===== src/rtl/stip_pkg.sv =====
// ----------------------------------------------------------------------------
// stip_pkg
// shared types and constants for the sorted table insert position block
// ----------------------------------------------------------------------------
package stip_pkg;

   // field widths of the item, result and count register ports
   localparam int COUNT_W = 11;
   localparam int INDEX_W = 10;
   localparam int VALUE_W = 32;
   localparam int POS_W   = 11;

   // default table size
   localparam int DEPTH_DEFAULT = 1024;

   // command codes
   localparam logic CMD_WRITE  = 1'b0;
   localparam logic CMD_SEARCH = 1'b1;

   typedef enum logic [1:0] {
      ST_IDLE,
      ST_PROBE,
      ST_DONE
   } state_type;

   // controller to datapath
   typedef struct packed {
      logic init;
      logic step;
   } dp_cmd_type;

   // datapath to controller
   typedef struct packed {
      logic more;
   } dp_stat_type;

endpackage


===== src/rtl/stip_ctrl.sv =====
// ----------------------------------------------------------------------------
// stip_ctrl
// sequencer for write and search items
// ----------------------------------------------------------------------------
module stip_ctrl (
   input  logic                 clock,
   input  logic                 reset,
   input  logic                 start,
   input  logic                 command,
   input  stip_pkg::dp_stat_type stat,
   output logic                 busy,
   output logic                 wr_go,
   output logic                 rsp_strobe,
   output stip_pkg::dp_cmd_type dp_cmd
);

   import stip_pkg::*;

   state_type state_ff;
   state_type state_in;

   always_ff @(posedge clock) begin
      if (reset) begin
         state_ff <= ST_IDLE;
      end else begin
         state_ff <= state_in;
      end
   end

   // next state
   always_comb begin
      state_in = state_ff;
      case (state_ff)
         ST_IDLE: begin
            if (start && (command == CMD_SEARCH)) begin
               state_in = ST_PROBE;
            end
         end
         ST_PROBE: begin
            if (!stat.more) begin
               state_in = ST_DONE;
            end
         end
         ST_DONE: begin
            state_in = ST_IDLE;
         end
         default: begin
            state_in = ST_IDLE;
         end
      endcase
   end

   // outputs
   always_comb begin
      busy        = 1'b1;
      wr_go       = 1'b0;
      rsp_strobe  = 1'b0;
      dp_cmd.init = 1'b0;
      dp_cmd.step = 1'b0;
      case (state_ff)
         ST_IDLE: begin
            busy        = 1'b0;
            wr_go       = start && (command == CMD_WRITE);
            dp_cmd.init = start && (command == CMD_SEARCH);
         end
         ST_PROBE: begin
            dp_cmd.step = 1'b1;
         end
         ST_DONE: begin
            rsp_strobe = 1'b1;
         end
         default: begin
            busy = 1'b1;
         end
      endcase
   end

endmodule


===== config.mk =====
export PLATFORM = sky130hd
export DESIGN_NAME = stip_ctrl
export DESIGN_NICKNAME = d
export VERILOG_FILES = /design/src/rtl/stip_pkg.sv /design/src/rtl/stip_ctrl.sv
export SDC_FILE = /design/constraint.sdc
export NUM_CORES = 1
export LEC_CHECK = 0
export ABC_AREA = 1
export BUFFER_PORTS_ARGS = -buffer_cell sky130_fd_sc_hd__buf_2
export CAP_MARGIN = 20
export CORE_AREA = 3 3 40 42
export CTS_CLUSTER_SIZE = 12
export DETAILED_ROUTE_END_ITERATION = 8
export DIE_AREA = 0 0 43 45
export GPL_TIMING_DRIVEN = 0
export PLACE_DENSITY = 0.35
export SKIP_CTS_REPAIR_TIMING = 1
export SLEW_MARGIN = 10
export SYNTH_ARGS = -nofsm -noshare
export SYNTH_HDL_FRONTEND = slang
export SYNTH_SLANG_ARGS = --single-unit

===== constraint.sdc =====
create_clock -name clock -period 1.3 [get_ports clock]
set_clock_uncertainty 0.1 [all_clocks]
set_input_delay 0.065 -clock clock [delete_from_list [all_inputs] [get_ports clock]]
set_output_delay 0.065 -clock clock [all_outputs]
set_load 0.03 [all_outputs]

[Word level (Yosys, flattened, before mapping)]
Index checks and enable logic that the tools add are counted.
W data, S select, Z words.
Word-level totals
  register bits after elaboration: 2
  output and inout bits: 5
  bits of input ports: 5
Operators by class
  reduce and logical (&&, ||, !) cells: 4
  bitwise gates (word level): 1
  multiplexer cells: 8
  equal/unequal tests: 4
Operators with widths (count)
  $mux W1: 5
  $mux W2: 2
  $ne A2 B2 Y1 const B: 2
  $pmux W2 S2: 1
  $eq A2 B1 Y1 const B: 1
  $eq A2 B2 Y1 const B: 1
  $logic_and A1 B1 Y1: 2
  $logic_not A2 Y1: 1
  $reduce_and A2 Y1: 1
  $not A1 Y1: 1

[Depth between registers and ports, before layout]
Gate-level depths: netlist of the first run.
  depth after elaboration: 3
  depth in mapped cells: 4
  mapped depth without buffers: 4

[Worst setup path before layout of the first run]
No wires, ideal clock.
  path type: flip-flop to output port
  from: register state_ff[0]
  to: output wr_go
  required time: 1135 ps
  path slack: 229 ps
  data arrival time: 906 ps
  stages on the path, launching flop included: 4
  cells stage by stage: dfxtp_1 -> nor2_2 -> nand2_1 -> nor2_1
Between the ends
  word-level cells in the longest chain between the ends: 2
RTL lines
  start: declaration: RTL line stip_ctrl.sv:19  | state_type state_ff;
  start signal: assignment: RTL line stip_ctrl.sv:26  | state_ff <= state_in;
  $logic_not A2 Y1: RTL line stip_ctrl.sv:60  | case (state_ff)
  $mux W1: RTL line stip_ctrl.sv:60
  end: declaration: RTL line stip_ctrl.sv:12  | output logic wr_go,
No other way between the ends.

[Final worst setup path of the first run]
Ends and elaborated chain as after synthesis.

==> impl_metrics.tcl, run 1 <==
set metrics [dict create \
    crit_arrival_ns 1.02 \
    grt_pass1_vias 145 \
    antenna_found_initial 0 \
    die_area_sq_mm 0.00194 \
    clock_sinks 2 \
    cts.clk_slew.worst_paths_ns 0.03 \
    port_buffers 9 \
    path_buf_inv 1 \
    grt_pass1_wl_um 455 \
    worst-path-max-fanout 4 \
    holdWs_ns 0.100 \
    syn_to_final_growth_pct 91.4 \
    grt_overflow 0 \
    cap_violations 0 \
    syn_nets 23 \
    setup_viol 0 \
    core_sq_mm 0.00128 \
    rsz0062_at_grt "false" \
    top_regs "state_ff: 2 flops" \
    drt_first_pass_iters 2 \
    via_per_inst 3.09 \
    fp.dieH_um 45 \
    drive_gt1_share_pct 50.0 \
    cts_max_level 1 \
    p_per_area_mw_per_mm2 1140 \
    max_freq_ghz 0.840 \
    p_leak_nw 0.139 \
    regMostFlops "state_ff" \
    period_minus_slack_ns 1.19 \
    via_count 145 \
    drc_errors 0 \
    place.gp.congestion 0.633 \
    totalWireLength_um 305 \
    setup_tns_ns 0 \
    fin_nets 39 \
    antenna_left 0 \
    ff2ff_path_depth 3 \
    holdPathStages 5 \
    ioPinCount 10 \
    first_iter_violations 1 \
    vdd_drop_max_mv 0.175 \
    grt_use_total_pct 3.82 \
    initial_core_util_pct 9.06 \
    grt_max_degree 5 \
    critPathKind "register to output pin" \
    slowest_delay_ns 0.32 \
    crit_chain "nor2_2 > nand2_1 > nor2_1 > buf_2" \
    path_delay_family "flip-flops" \
    finalHoldViolCount 0 \
    tritoncts "done" \
    synth_warnings 0 \
    antenna_cells 0 \
    wl_per_cell_um 6.49 \
    slew_headroom_pct 89.8 \
    cp-start-kind "register" \
    cts_buffer_depth 2 \
    synth_seq_area_share_pct 34.4 \
    clk_latency_ns 0.22 \
    synth_top_area_share_pct 34.4 \
    finalPower_w 0.000253 \
    period_share_pct 91.5 \
    timing.final.ws_setup_ns 0.110 \
    synth_area_per_cell_sq_um 6.46 \
    tightest_slew_ns 0.153 \
    synthCells 18 \
    crit_slowest_cell "dfxtp_1" \
    ys_seq_elements 2 \
    run_status "finished, final reports clean" \
    path_depth 4 \
    hold_path.class "input pin to register" \
    row_count 13 \
    required_ns 1.13 \
    fill_cells 152 \
    final_max_slew_viol_count 0 \
    synth_area_sq_um 116 \
    synth.distinct_cells 10 \
    clockRootBuffer "clkbuf_4" \
    post-route-util_pct 17.3 \
    largest_reg_flops 2 \
    ys_top_cells_by_area "dfxtp_1 34%, inv_1 16%, nand2_1 9.7%" \
    cts_buffers 3 \
    cp-end-kind "output pin" \
    die_x_um 43 \
    dp_hpwl_um 253 \
    yosysTopAreaCell "dfxtp_1" \
    place_ws_ns 0.316 \
]
[kinds of logic after synthesis]
logic type / after synthesis / synth area share, %
AOI/OAI and AO/OA: 1 / 7.53
and+or+nand+nor: 9 / 35.5
buffers and inverters: 6 / 22.6
DFF: 2 / 34.4
[synthesized netlist by cell type, drive strengths merged]
cell and instances:
inv 5, nand2 4, nor2 3, dfxtp 2, a21oi 1, buf 1
nand3 1, nor3 1
[final timing paths]
kind                 end  slack [ns]   startpoint
max                wr_go        0.11  state_ff[0]
min          state_ff[0]        0.10      command
max reg2reg  state_ff[0]        0.47  state_ff[0]
min reg2reg  state_ff[1]        0.41  state_ff[0]
[power by group]
part           switching (W)  leakage [nW]  internal (W)  total (W)
Combinational      0.0000335         0.109     0.0000216  0.0000551
Clock              0.0000303        0.0138      0.000101   0.000132
Sequential        0.00000225        0.0163     0.0000644  0.0000667
[layer usage]
| metal | up-vias | routed length (um) | global-route usage [%] |
|---|---|---|---|
| li1 | 79 | - | - |
| met1 | 64 | 111 | 1.91 |
| met2 | 2 | 189 | 5.99 |
| met3 | 0 | 4 | 2.39 |
| met4 | 0 | 0 | 7.23 |
| met5 | - | 0 | 0 |
[layout by cell type, fill, tap and decap left out, drive strengths merged]
cell	count
dfxtp	2
nand2	4
dlygate4sd3	2
nor2	3
a21oi	1
clkbuf	3
nor3	1
nand3	1
buf	10
inv	5
[worst register-to-register path: stages (launching register included)]
cell	delay, ns
dfxtp_1	0.32
nor2_2	0.15
nand2_2	0.09
a21oi_2	0.11
[area by class of cell]
class	count	area [sq um]	share of cell area [%]
inverter	5	18.8	8.43
buffer	1	7.51	3.37
tap	15	18.8	8.43
multi-input combinational	10	50.0	22.5
timing repair buffer	11	65.1	29.2
clock buffer	3	22.5	10.1
sequential	2	40.0	18.0
[metrics by stage]
step	area [sq um]	cells
2_1_floorplan	116	18
3_3_place_gp	180	42
3_5_place_dp	180	42
4_1_cts	203	45
5_1_grt	223	47
6_report	223	47
Note: power is estimated with default switching activity, not from simulation.
==> inputs of run 2 (changes only) <==
--- a/config.mk
+++ b/config.mk
@@ -5,7 +5,7 @@
 export SDC_FILE = /design/constraint.sdc
 export NUM_CORES = 1
 export LEC_CHECK = 0
-export ABC_AREA = 1
+export ABC_AREA = 0
 export BUFFER_PORTS_ARGS = -buffer_cell sky130_fd_sc_hd__buf_2
 export CAP_MARGIN = 20
 export CORE_AREA = 3 3 40 42
@@ -13,7 +13,7 @@
 export DETAILED_ROUTE_END_ITERATION = 8
 export DIE_AREA = 0 0 43 45
 export GPL_TIMING_DRIVEN = 0
-export PLACE_DENSITY = 0.35
+export PLACE_DENSITY = 0.36
 export SKIP_CTS_REPAIR_TIMING = 1
 export SLEW_MARGIN = 10
 export SYNTH_ARGS = -nofsm -noshare
==> impl_metrics.tcl, run 2 <==
set metrics [dict create \
    async_reset_ff_share_pct 0 \
    core_sq_mm 0.00128 \
    synth_warnings 0 \
    clk_latency_ns 0.22 \
    clockRootBuffer "clkbuf_4" \
    vdd_drop_max_mv 0.472 \
    top_layer "met3" \
    dp_hpwl_um 250 \
    crit_slowest_cell "dfxtp_2" \
    grt_use_total_pct 4.41 \
    internal_power_w 0.000194 \
    run_status "finished, final reports clean" \
    critPathKind "register to output pin" \
    share_comb_of_total_power_pct 22.0 \
    dr_wl_met2_um 106 \
    timing.final.ws_setup_ns 0.00449 \
    crit_chain "or2_4 > nor3b_2 > buf_4" \
    fp.dieH_um 45 \
    synth_area_per_cell_sq_um 10.3 \
    clock_sinks 2 \
    port_buffers 9 \
    totalWireLength_um 354 \
    drive_gt1_share_pct 73.1 \
    hold_path.class "input pin to register" \
    via_per_inst 3.27 \
    fin_nets 33 \
    period_share_pct 99.7 \
    switchingPower_w 0.0000674 \
    ys_top_cells_by_area "dfxtp_1 32%, and4bb_2 10%, nor3b_2 10%" \
    synth_most_common_cell "dfxtp_1" \
    syn_to_final_growth_pct 89.9 \
    first_iter_violations 0 \
    cts_buffers 3 \
    crit_arrival_ns 1.13 \
    synth_ff_type "dfxtp_1" \
    ys_seq_elements 2 \
    syn_nets 17 \
    rsz0062_at_grt "true" \
    die_area_sq_mm 0.00194 \
    die_x_um 43 \
    met1_length_um 189 \
    grt_overflow 0 \
    synthCells 12 \
    period_minus_slack_ns 1.30 \
    final_cells 41 \
    grt_pass1_wl_um 593 \
    cp-start-kind "register" \
    cts_max_level 1 \
    cap_violations 0 \
    slew_headroom_pct 84.2 \
    worst-path-max-fanout 6 \
    max_freq_ghz 0.772 \
    place.gp.congestion 0.638 \
    ioPinCount 10 \
    antenna_found_initial 0 \
    clock_power_share_pct 51.9 \
    layout_common_cells "8 x buf_2, 3 x clkbuf_4, 2 x buf_4, 2 x dlygate4sd3_1, 2 x dfxtp_2" \
    cts.clk_slew.worst_paths_ns 0.03 \
    synth_top_area_share_pct 32.3 \
    synth_seq_area_share_pct 32.3 \
    cts_buffer_depth 2 \
    wl_met3_um 59 \
    via_count 134 \
    tightest_slew_ns 0.234 \
    wl_per_cell_um 8.63 \
    grt_pass1_vias 138 \
    required_ns 1.13 \
    swShare_pct 25.8 \
    largest_reg_flops 2 \
    synth.distinct_cells 11 \
    antenna_cells 0 \
    drt_first_pass_iters 1 \
    cp-end-kind "output pin" \
    tritoncts "done" \
    final_common_cell "buf_2" \
    holdWs_ns 0.0453 \
    drc_errors 0 \
    setup_tns_ns 0 \
    p_leak_nw 0.112 \
    synth_area_sq_um 124 \
    seqPwrFrac_pct 26.0 \
    post-place-cells 36 \
    row_count 13 \
    setup_viol 0 \
    grt_max_degree 8 \
    p_per_area_mw_per_mm2 1110 \
    final_max_slew_viol_count 0 \
    synth_edf_count 0 \
    regMostFlops "state_ff" \
    slowest_delay_ns 0.33 \
    top_regs "state_ff: 2 flops" \
    initial_core_util_pct 9.64 \
    antenna_left 0 \
    place_ws_ns 0.163 \
    yosysTopAreaCell "dfxtp_1" \
    finalHoldViolCount 0 \
]
## run 2: layer usage
layer | vias up | global-route usage [%]
li1 | 72 | -
met1 | 52 | 6.00
met2 | 10 | 3.89
met3 | 0 | 2.39
met4 | 0 | 5.42
met5 | - | 0
## run 2: cells by family after synthesis
logic type | count (synthesis) | share of synthesized area [%]
AND/OR/NAND/NOR | 8 | 55.6
buffers and inverters | 1 | 6.06
flip-flops | 2 | 32.3
AO/OA/AOI/OAI | 1 | 6.06
## run 2: worst paths after layout
kind | start | endpoint | slack [ns] | cells after the start
hold / removal | start | state_ff[0] | 0.05 | 3
setup / recovery | state_ff[1] | wr_go | 0.004 | 3
setup reg to reg | state_ff[0] | state_ff[0] | 0.37 | 2
hold reg to reg | state_ff[1] | state_ff[0] | 0.35 | 1
## run 2: area by class of cell
cell class                      count  area [sq um]
Clock buffer                        3          22.5
Timing Repair Buffer               11          67.6
Fill cell                         143          1050
Buffer                              1          7.51
Multi-Input combinational cell      9          76.3
Sequential cell                     2          42.5
Tap cell                           15          18.8
## run 2: critical path: cells and delay by family, from the launching register on
family        cells  cell delay [ns]
buf+inv           1             0.18
flops             1             0.33
simple gates      2             0.40
## run 2: power groups by stage
| stage | Clock [W] | Combinational [W] | Sequential, W |
|---|---|---|---|
| floorplan | 0 | 0.0000346 | 0.0000675 |
| global route | 0.000153 | 0.0000625 | 0.0000688 |
| finish | 0.000136 | 0.0000575 | 0.0000681 |
| CTS | 0.000147 | 0.0000524 | 0.0000675 |
| global placement | 0 | 0.0000514 | 0.0000679 |
| detailed placement | 0 | 0.0000521 | 0.0000682 |
## run 2: through the flow
step	total power (W)	util, %	cell area, sq um
floorplan	0.000102	-	124
global placement	0.000119	14.6	188
detailed placement	0.000120	14.6	188
CTS	0.000267	16.4	210
global route	0.000285	18.3	235
finish	0.000261	18.3	235
