$ cat config.mk
export PLATFORM = sky130hd
export DESIGN_NAME = stip_dp
export DESIGN_NICKNAME = d
export VERILOG_FILES = /design/src/rtl/stip_pkg.sv /design/src/rtl/stip_dp.sv
export SDC_FILE = /design/constraint.sdc
export NUM_CORES = 1
export LEC_CHECK = 0
export ABC_AREA = 1
export BUFFER_PORTS_ARGS = -buffer_cell sky130_fd_sc_hd__buf_2
export CAP_MARGIN = 20
export CELL_PAD_IN_SITES_DETAIL_PLACEMENT = 0
export CELL_PAD_IN_SITES_GLOBAL_PLACEMENT = 2
export CORE_MARGIN = 5
export CORE_UTILIZATION = 33
export CTS_BUF_LIST = sky130_fd_sc_hd__clkbuf_16
export CTS_CLUSTER_SIZE = 16
export DETAILED_ROUTE_END_ITERATION = 12
export PLACE_DENSITY = 0.78
export SETUP_SLACK_MARGIN = 0.3
export SLEW_MARGIN = 25
export SYNTH_ARGS = -nofsm -noshare
export SYNTH_HDL_FRONTEND = slang
export SYNTH_SLANG_ARGS = --single-unit
$ cat constraint.sdc
create_clock -name clock -period 4.3 [get_ports clock]
set_input_delay 0.215 -clock clock [delete_from_list [all_inputs] [get_ports clock]]
set_output_delay 0.215 -clock clock [all_outputs]
set_load 0.02 [all_outputs]
$ cat src/rtl/stip_pkg.sv
// ----------------------------------------------------------------------------
// stip_pkg
// shared types and constants for the sorted table insert position block
// ----------------------------------------------------------------------------
package stip_pkg;

   // field widths of the item, result and count register ports
   localparam int COUNT_W = 11;
   localparam int INDEX_W = 10;
   localparam int VALUE_W = 32;
   localparam int POS_W   = 11;

   // default table size
   localparam int DEPTH_DEFAULT = 1024;

   // command codes
   localparam logic CMD_WRITE  = 1'b0;
   localparam logic CMD_SEARCH = 1'b1;

   typedef enum logic [1:0] {
      ST_IDLE,
      ST_PROBE,
      ST_DONE
   } state_type;

   // controller to datapath
   typedef struct packed {
      logic init;
      logic step;
   } dp_cmd_type;

   // datapath to controller
   typedef struct packed {
      logic more;
   } dp_stat_type;

endpackage

$ cat src/rtl/stip_dp.sv
// ----------------------------------------------------------------------------
// stip_dp
// entry count register, search bounds, probe address and compare for the lower-bound search
// ----------------------------------------------------------------------------
module stip_dp #(
   parameter int TABLE_DEPTH = stip_pkg::DEPTH_DEFAULT,
   localparam int ADDR_W = (TABLE_DEPTH > 1) ? $clog2(TABLE_DEPTH) : 1
) (
   input  logic                          clock,
   input  logic                          reset,
   input  logic                          csr_write_enable,
   input  logic [stip_pkg::COUNT_W-1:0]  csr_write_data,
   input  stip_pkg::dp_cmd_type          dp_cmd,
   input  logic signed [stip_pkg::VALUE_W-1:0] target,
   input  logic [stip_pkg::VALUE_W-1:0]  rd_data,
   output logic [ADDR_W-1:0]             rd_addr,
   output stip_pkg::dp_stat_type         stat,
   output logic [stip_pkg::POS_W-1:0]    position,
   output logic                          found
);

   import stip_pkg::*;

   localparam int CNT_W = $clog2(TABLE_DEPTH + 1);

   logic [COUNT_W-1:0]        count_ff;
   logic [CNT_W-1:0]          lo_ff;
   logic [CNT_W-1:0]          hi_ff;
   logic [ADDR_W-1:0]         mid_ff;
   logic                      pend_ff;
   logic                      eq_ff;
   logic signed [VALUE_W-1:0] tgt_ff;

   logic [CNT_W-1:0] n_sat;
   logic [CNT_W-1:0] cur_lo;
   logic [CNT_W-1:0] cur_hi;
   logic             cur_eq;
   logic [CNT_W:0]   sum;
   logic [ADDR_W-1:0] mid_in;
   logic             more;
   logic             load;

   // count beyond the table saturates to the depth
   always_comb begin
      if (32'(count_ff) > 32'(TABLE_DEPTH)) begin
         n_sat = CNT_W'(TABLE_DEPTH);
      end else begin
         n_sat = CNT_W'(count_ff);
      end
   end

   always_comb begin
      cur_lo = lo_ff;
      cur_hi = hi_ff;
      cur_eq = eq_ff;
      if (dp_cmd.init) begin
         cur_lo = '0;
         cur_hi = n_sat;
         cur_eq = 1'b0;
      end else if (dp_cmd.step && pend_ff) begin
         // probe data for mid_ff is back from the ram
         if ($signed(rd_data) < tgt_ff) begin
            cur_lo = CNT_W'(mid_ff) + CNT_W'(1);
         end else begin
            cur_hi = CNT_W'(mid_ff);
            cur_eq = ($signed(rd_data) == tgt_ff);
         end
      end
      sum    = {1'b0, cur_lo} + {1'b0, cur_hi};
      mid_in = ADDR_W'(sum[CNT_W:1]);
      more   = (cur_lo < cur_hi);
   end

   assign load = dp_cmd.init || dp_cmd.step;

   always_ff @(posedge clock) begin
      if (reset) begin
         count_ff <= '0;
         pend_ff  <= 1'b0;
      end else begin
         if (csr_write_enable) begin
            count_ff <= csr_write_data;
         end
         if (load) begin
            pend_ff <= more;
         end
      end
   end

   always_ff @(posedge clock) begin
      if (load) begin
         lo_ff  <= cur_lo;
         hi_ff  <= cur_hi;
         eq_ff  <= cur_eq;
         mid_ff <= mid_in;
      end
      if (dp_cmd.init) begin
         tgt_ff <= target;
      end
   end

   assign rd_addr   = mid_in;
   assign stat.more = more;
   assign position  = POS_W'(lo_ff);
   // eq_ff tracks the probe that last moved hi, which is the final position
   assign found     = eq_ff;

endmodule

Word-level counts from Yosys, hierarchy flattened. Cells that the tools add are included.

Word-level logic and storage cells: 27. Input port bits: 80. Flip-flop bits (word level): 77. Output and inout port bits: 23.

Order comparisons: 3. Reduce and logical (&&, ||, !) cells: 4. Eq/ne operators: 2. Mux-type cells: 9. $add $sub $neg: 2.

Operators by type and width (count): 11-bit 2-to-1 mux (7); 32-bit == test (1); 32-bit < comparator (1); 10-bit by 1-bit adder with 11-bit output (second input constant) (1); 11-bit adder (1); 11-bit > comparator (second input constant) (1); 11-bit < comparator (1); 3-bit AND reduction (1); 1-bit 2-to-1 mux (2); 2-bit inequality test (second input constant) (1); 2-bit nonzero test (1); 1-bit logical AND (1); 1-bit logical OR (1).

Logic depth before layout (Yosys ltp). Gate-level depths: netlist of run 1.

Depth in word-level cells: 5. Mapped depth: 36. Gate-level depth less buffers: 35.

Worst setup path after synthesis of run 1. Ideal clock, no wire load.

Path kind: reg2reg. Start point: register tgt_ff[31]. End point: register mid_ff[9] (data pin). Period minus slack after synthesis: 3.985 ns. Library setup time: 0.261 ns. Arrival time: 3.724 ns. Slack: 0.315 ns. Data required time: 4.039 ns. Path buffers: 1. Cell stages (with the launch flop): 30. Cells stage by stage: edfxtp_1 inv_1 ha_1 a21oi_1 o21a_1 nand2_1 a21oi_2 nand2_2 nand2_1 nand3_2 inv_2 buf_2 o211ai_1 nand2_1 inv_2 ha_1 inv_2 a21oi_1 o21ai_1 a21oi_1 o21bai_1 nand2_1 inv_1 or2_1 a21oi_2 nor2_1 nor2_1 nor2_1 nor2_1 xor2_1.

Word-level cells in the longest chain between the ends: 5. Elaborated cells between the ends (all ways): 8. Classes of those cells: 1 x add/sub; 1 x order compare; 6 x mux.

RTL lines: from (decl) (RTL line stip_dp.sv:32) `logic signed [VALUE_W-1:0] tgt_ff;`; from (signal assigned) (RTL line stip_dp.sv:98) `tgt_ff <= target;`; 32-bit < comparator (RTL line stip_dp.sv:62) `if ($signed(rd_data) < tgt_ff) begin`; 11-bit 2-to-1 mux (RTL line stip_dp.sv:62); 11-bit 2-to-1 mux (RTL line stip_dp.sv:60) `end else if (dp_cmd.step && pend_ff) begin`; 11-bit 2-to-1 mux (RTL line stip_dp.sv:56) `if (dp_cmd.init) begin`; via cur_hi[3] (RTL line stip_dp.sv:36) `logic [CNT_W-1:0] cur_hi;`; 11-bit adder (RTL line stip_dp.sv:69) `sum = {1'b0, cur_lo} + {1'b0, cur_hi};`; via rd_addr[9] (RTL line stip_dp.sv:16) `output logic [ADDR_W-1:0] rd_addr,`; to (signal assigned) (RTL line stip_dp.sv:95) `mid_ff <= mid_in;`; to (decl) (RTL line stip_dp.sv:29) `logic [ADDR_W-1:0] mid_ff;`.

The timed path passes the listed nets, and every way through them passes these cells. A chain may end at the register's enable or synchronous reset.

Final worst setup path of run 1.
Start point: register tgt_ff[9]. End point: output port rd_addr[9].

Word-level cells in the longest chain between the ends: 5. Elaborated cells between the ends (all ways): 8. Classes of those cells: 1 x add/sub; 1 x order compare; 6 x mux.

RTL lines (RTL line): 32-bit < comparator (stip_dp.sv:62); 11-bit 2-to-1 mux (stip_dp.sv:62); 11-bit 2-to-1 mux (stip_dp.sv:60); 11-bit 2-to-1 mux (stip_dp.sv:56); via cur_hi[3] (stip_dp.sv:36); 11-bit adder (stip_dp.sv:69); to (decl) (stip_dp.sv:16).

The timed path passes the listed nets, and every way through them passes these cells.

==> flow_metrics.env, run 1 <==
export IMPL_antenna_found_initial=0
export IMPL_syn_inst=492
export IMPL_whs_endpoint="tgt_ff[23]"
export IMPL_crit_path_end_kind="output pin"
export IMPL_drt_total_wl_mm=12.12
export IMPL_yosysTopAreaCell="edfxtp_1"
export IMPL_clock_skew_ns=0.008623
export IMPL_numClockSinks=77
export IMPL_worst_r2r_path_depth=30
export IMPL_maxCapViolCount=0
export IMPL_clock_root_buffer="clkbuf_16"
export IMPL_min_path_cells=1
export IMPL_reg2reg_slack_ns=0.32
export IMPL_path_clk_slew_ns=0.06
export IMPL_cp_startpoint="tgt_ff[9]"
export IMPL_regArea_um2=2192
export IMPL_dieArea_um2=16350
export IMPL_relSlewSlack_pct=40.61
export IMPL_ys_flop_type="edfxtp_1"
export IMPL_cp_data_arrival_time_ns=4.22
export IMPL_start_kind="flop"
export IMPL_viasPerCell=4.579
export IMPL_ys_top_cells_by_area="edfxtp_1, ha_1, inv_1"
export IMPL_hold_slack_ns=0.04216
export IMPL_max_vdd_ir_drop_mv=0.2385
export IMPL_r2r_start="tgt_ff[9]"
export IMPL_path_max_fanout=6
export IMPL_slew_violations=0
export IMPL_ys_warn_count=0
export IMPL_worstMarginPinSlew_ns=0.8908
export IMPL_r2r_end="mid_ff[9]"
export IMPL_ant_nets=0
export IMPL_ys_seq_elements=77
export IMPL_first_iter_violations=169
export IMPL_wl_per_cell_um=14.76
export IMPL_overflow=0
export IMPL_hold_class="in2reg"
export IMPL_synth_edff_count=65
export IMPL_fin_crit_sh_pct=103.2
export IMPL_fin_tns_setup_ns=-0.1388
export IMPL_min_delay_start="target[23]"
export IMPL_stdcell_area_um2=6386
export IMPL_crit_slowest_cell="edfxtp_1"
export IMPL_firstDrtPassIters=4
export IMPL_areaGrowthSynthToFinish_pct=39.26
export IMPL_antenna_cells=0
export IMPL_dp_hpwl_mm=8.837
export IMPL_violations="setup timing"
export IMPL_path_delay_family="simple AND/OR/NAND/NOR gates"
export IMPL_insertion_delay_ns=0.34
export IMPL_initial_core_util_pct=33.29
export IMPL_syn_area_per_cell_um2=9.320
export IMPL_drive_gt1_share_pct=41.65
export IMPL_grt_use_total_pct=14.44
export IMPL_status="finished with violations"
export IMPL_core_um2=13770
export IMPL_setup_viol=1
export IMPL_required_ns=4.09
export IMPL_fmax_ghz=0.2253
export IMPL_grt_pass1_vias=3802
export IMPL_async_reset_ff_share_pct=0
export IMPL_placed_area_um2=5336
export IMPL_grt_pass1_wl_mm=18.24
export IMPL_synth_top_cell_area_share_pct=42.56
export IMPL_h_tree_depth=3
export IMPL_cpMostUsedCell="nand2_1"
export IMPL_p_leak_uw=0.002961
export IMPL_crit_type="reg2out"
export IMPL_io_pins=103
export IMPL_routabilityCongestion=0.7994
export IMPL_die_height_um=127.9
export IMPL_num_rows=43
export IMPL_synth_nets=625
export IMPL_fin_crit_ns=4.439
export IMPL_ctsLongestPathBuffers=2
export IMPL_power_per_cell_area_nw_per_um2=389.7
export IMPL_cp_num_buf_inv=6
export IMPL_via_count=3759
export IMPL_ys_types=38
export IMPL_cts_buffers=9
export IMPL_power_uw=2489
export IMPL_drc=0
export IMPL_cts_tree="yes"
export IMPL_die_width_um=127.9
export IMPL_finalHoldViolations=0
export IMPL_slowest_delay_ns=0.38
export IMPL_cts_hold_fix_buffers=0
export IMPL_multi_input_area_um2=2509
export IMPL_grt_max_degree=35
export IMPL_seq_area_frac_synth_pct=47.80
export IMPL_rsz0062_at_grt="true"
export IMPL_synth_cell_area_um2=4586
export IMPL_fillCellCount=1381
export IMPL_setup_slack_ns=-0.1388
export IMPL_finish_net_count=769
export IMPL_port_buffers=102
-- routing by layer --
layer | vias up | GRT usage (%) | wire length, um
met1 | 1746 | 16.42 | 5129
li1 | 1929 | - | -
met5 | - | 0 | 0
met2 | 70 | 25.97 | 6212
met3 | 14 | 4.250 | 606
met4 | 0 | 4.494 | 171
-- Yosys cell counts (all sizes together) (3+ instances only) --
cell type	count
inv	91
nand2	89
edfxtp	65
ha	52
nor2	42
a21oi	35
o21ai	26
nand3	24
dfxtp	12
o211ai	10
xor2	10
clkbuf	4
nor4	4
or2	4
a211oi	3
buf	3
o211a	3
-- layout make-up --
type                    count  area share [%]
clock inverters             7          0.4702
multi-input cells         317           39.28
flip-flops and latches     77           34.33
well taps                 180           3.527
inverters                  91           5.584
repair buffers            140           13.28
clock buffers               9           3.527
-- cell families after synthesis --
logic type | after synthesis | share of synthesized area (%)
AOI/OAI and AO/OA | 84 | 10.86
and+or+nand+nor | 169 | 16.45
xor gates and xnor gates | 11 | 2.101
DFF | 77 | 47.80
adders and majority gates | 53 | 14.62
buffers and inverters | 98 | 8.158
-- worst max-delay path by stage --
| stage | end | slack [ns] | cells after the start |
|---|---|---|---|
| after floorplan | mid_ff[9] | 0.32 | 29 |
| after global placement | rd_addr[9] | 0.16 | 28 |
| after detailed placement | rd_addr[9] | 0.12 | 30 |
| after CTS | rd_addr[9] | -0.14 | 26 |
| after global routing | rd_addr[9] | -0.56 | 32 |
| final | rd_addr[9] | -0.14 | 32 |
-- cell usage in the layout, fill, tap and decap left out, drive strengths merged, types with 10 or more instances in the layout --
cell | netlist | routed
xor2 | 10 | 10
dfxtp | 12 | 12
o21ai | 26 | 26
ha | 52 | 52
a21oi | 35 | 35
nor2 | 42 | 42
edfxtp | 65 | 65
inv | 91 | 95
nand3 | 24 | 24
o211ai | 10 | 10
nand2 | 89 | 89
buf | 3 | 140
-- what timing repair did --
action | in CTS | in global routing
setup endpoints to repair | 6 | 10
pin swaps | 18 | 55
gates resized for setup | 47 | 77
setup buffers | 10 | 22
-- power breakdown --
part / leakage (uW) / internal [uW] / switching (uW)
clock: 0.000144 / 379 / 294
combinational: 0.00205 / 358 / 476
sequential: 0.000769 / 927 / 54.7
-- flip-flops by register name, summed over array words and instances (netlist names) --
register / count
found: 1
position: 11
hi_ff: 11
pend_ff: 1
tgt_ff: 32
mid_ff: 10
count_ff: 11
-- stage by stage --
stage	util, %	std cells	worst slack, ns
after global placement	38.74	773	0.1592
after CTS	42.79	799	-0.1414
after floorplan	-	492	0.3151
after global routing	46.37	821	-0.5561
final	46.37	821	-0.1388
after detailed placement	38.74	773	0.1176
No activity file was read; power rests on OpenSTA's default activity.
==> run 2, diff against run 1 <==
==> constraint.sdc (replaced) <==
create_clock -name clock -period 4.3 [get_ports clock]
set_input_delay 0.43 -clock clock [delete_from_list [all_inputs] [get_ports clock]]
set_output_delay 0.43 -clock clock [all_outputs]
set_load 0.02 [all_outputs]
==> run 2 against run 1 <==
  * Largest cell class unchanged
  * Critical path type unchanged
  * Clock-buffer cell count unchanged
  * Sequential share of layout area decreased by 1.6 points
  * Die area unchanged
  * The flow still finishes with violations (setup timing)
  * Register-to-register slack improved by 0.07 ns
  * Wire length grew 4.4%
  * Sequential cell count is the same
  * Fmax is 3.1% lower
==> flow_metrics.env, run 2 (synthesis gave the netlist of run 1 again) <==
export IMPL_dp_hpwl_mm=9.372
export IMPL_p_int_uw=1729
export IMPL_p_sw_share_pct=32.87
export IMPL_core_um2=13770
export IMPL_drive_gt1_share_pct=45.37
export IMPL_antenna_found_initial=0
export IMPL_top_layer="met4"
export IMPL_via_count=3961
export IMPL_max_vdd_ir_drop_mv=0.2282
export IMPL_crit_type="reg2out"
export IMPL_drc=0
export IMPL_setup_slack_ns=-0.2786
export IMPL_largest_reg_flops=32
export IMPL_p_leak_uw=0.003123
export IMPL_met1_length_mm=5.200
export IMPL_grt_max_degree=35
export IMPL_first_iter_violations=150
export IMPL_die_width_um=127.9
export IMPL_slew_violations=0
export IMPL_io_pins=103
export IMPL_slowest_delay_ns=0.38
export IMPL_areaGrowthSynthToFinish_pct=46.06
export IMPL_hold_slack_ns=0.2647
export IMPL_ctsLongestPathBuffers=2
export IMPL_fin_crit_ns=4.579
export IMPL_h_tree_depth=3
export IMPL_grt_pass1_wl_mm=19.84
export IMPL_wl_met2_mm=6.596
export IMPL_seqPwrFrac_pct=38.2
export IMPL_grt_use_total_pct=15.58
export IMPL_r2r_end="mid_ff[9]"
export IMPL_overflow=0
export IMPL_port_buffers=102
export IMPL_finalHoldViolations=0
export IMPL_relSlewSlack_pct=42.96
export IMPL_numClockSinks=77
export IMPL_start_kind="flop"
export IMPL_rsz0062_at_grt="true"
export IMPL_firstDrtPassIters=4
export IMPL_clock_root_buffer="clkbuf_16"
export IMPL_power_per_cell_area_nw_per_um2=384.6
export IMPL_antenna_cells=0
export IMPL_initial_core_util_pct=33.29
export IMPL_grt_pass1_vias=4099
export IMPL_hold_class="in2reg"
export IMPL_worstMarginPinSlew_ns=0.8556
export IMPL_status="finished with violations"
export IMPL_setup_viol=3
export IMPL_min_path_cells=1
export IMPL_r2r_start="tgt_ff[29]"
export IMPL_whs_endpoint="tgt_ff[6]"
export IMPL_worst_r2r_path_depth=27
export IMPL_crit_path_end_kind="output pin"
export IMPL_combPwrFrac_pct=35.9
export IMPL_wl_per_cell_um=14.88
export IMPL_cp_data_arrival_time_ns=4.15
export IMPL_min_delay_start="target[6]"
export IMPL_path_clk_slew_ns=0.06
export IMPL_fmax_ghz=0.2184
export IMPL_violations="setup timing"
export IMPL_clkPwrFrac_pct=25.9
export IMPL_viasPerCell=4.660
export IMPL_cts_hold_fix_buffers=0
export IMPL_wl_met3_um=572
export IMPL_crit_slowest_cell="edfxtp_1"
export IMPL_layout_common_cells="buf_2, inv_1, edfxtp_1"
export IMPL_p_sw_uw=846.5
export IMPL_insertion_delay_ns=0.34
export IMPL_finalNonFillerCells=850
export IMPL_path_max_fanout=7
export IMPL_routabilityCongestion=0.8571
export IMPL_finish_net_count=798
export IMPL_reg2reg_slack_ns=0.39
export IMPL_fin_tns_setup_ns=-0.4831
export IMPL_cts_buffers=9
export IMPL_num_rows=43
export IMPL_required_ns=3.87
export IMPL_maxCapViolCount=0
export IMPL_dieArea_um2=16350
export IMPL_top_register="tgt_ff"
export IMPL_dp_cells=811
export IMPL_ant_nets=0
export IMPL_clock_skew_ns=0.009185
export IMPL_fillCellCount=1342
export IMPL_fin_crit_sh_pct=106.5
export IMPL_layout_commonest_cell="buf_2"
export IMPL_die_height_um=127.9
export IMPL_cts_tree="yes"
export IMPL_drt_total_wl_mm=12.65
-- run 2: cell count changes in the layout (fill, tap and decap cells not counted), moves of 3 or more --
| cell | before | now |
|---|---|---|
| nor2_2 | 3 | 7 |
| buf_4 | 35 | 56 |
| nand2_2 | 21 | 24 |
| nor2_1 | 34 | 31 |
| buf_6 | 8 | 19 |
| nand2_1 | 66 | 63 |
-- run 2: final cells by class --
| type | instances | area, um2 | area share (%) |
|---|---|---|---|
| multi-input combinational | 317 | 2572 | 38.41 |
| timing repair buffer | 169 | 1105 | 16.50 |
| clock inverter | 7 | 28.78 | 0.4297 |
| inverter | 91 | 349.1 | 5.212 |
| clock buffer | 9 | 225.2 | 3.363 |
| tap | 180 | 225.2 | 3.363 |
| sequential | 77 | 2192 | 32.73 |
-- run 2: routing by layer --
metal | global-route usage, % | up-vias
li1 | - | 1983
met1 | 17.43 | 1878
met2 | 28.50 | 82
met3 | 3.542 | 18
met4 | 6.180 | 0
met5 | 0 | -
-- run 2: through the flow --
stage	util (%)	total power, uW	setup slack [ns]	cell area [um2]
floorplan	-	1403	0.1574	4627
global placement	41.07	1691	-0.1680	5657
detailed placement	41.07	1701	-0.2298	5657
CTS	45.93	2485	-0.2172	6326
global route	48.63	2748	-0.5640	6698
finish	48.63	2576	-0.2786	6698
-- run 2: power by group through the flow --
| stage | registers [uW] | logic [uW] | clock network (uW) |
|---|---|---|---|
| after floorplan | 996 | 407 | 0 |
| after global routing | 996 | 1020 | 729 |
| after detailed placement | 1000 | 701 | 0 |
| after global placement | 998 | 693 | 0 |
| final | 985 | 924 | 667 |
| after CTS | 986 | 807 | 693 |
-- run 2: worst max path at each step --
stage                     start         end
global route         tgt_ff[22]  rd_addr[9]
global placement    rd_data[19]  rd_addr[9]
finish               tgt_ff[29]  rd_addr[9]
detailed placement  rd_data[23]  rd_addr[9]
CTS                   tgt_ff[7]  rd_addr[9]
floorplan           rd_data[23]  rd_addr[9]
-- run 2: critical path, delay by kind of cell, from the launching register on --
kind / cells / cell delay (ns)
AO/OA/AOI/OAI: 9 / 1.20
AND/OR/NAND/NOR: 11 / 1.13
adder cells (fa/ha/maj): 2 / 0.46
buffers and inverters: 6 / 0.46
flip-flops: 1 / 0.38
XOR/XNOR: 1 / 0.17
-- run 2: what timing repair did --
| action | CTS | global route |
|---|---|---|
| resized for setup | 65 | 75 |
| buffers inserted | 14 | 9 |
| cloned | 0 | 0 |
| pin swaps | 22 | 30 |
| setup endpoints to repair | 9 | 11 |
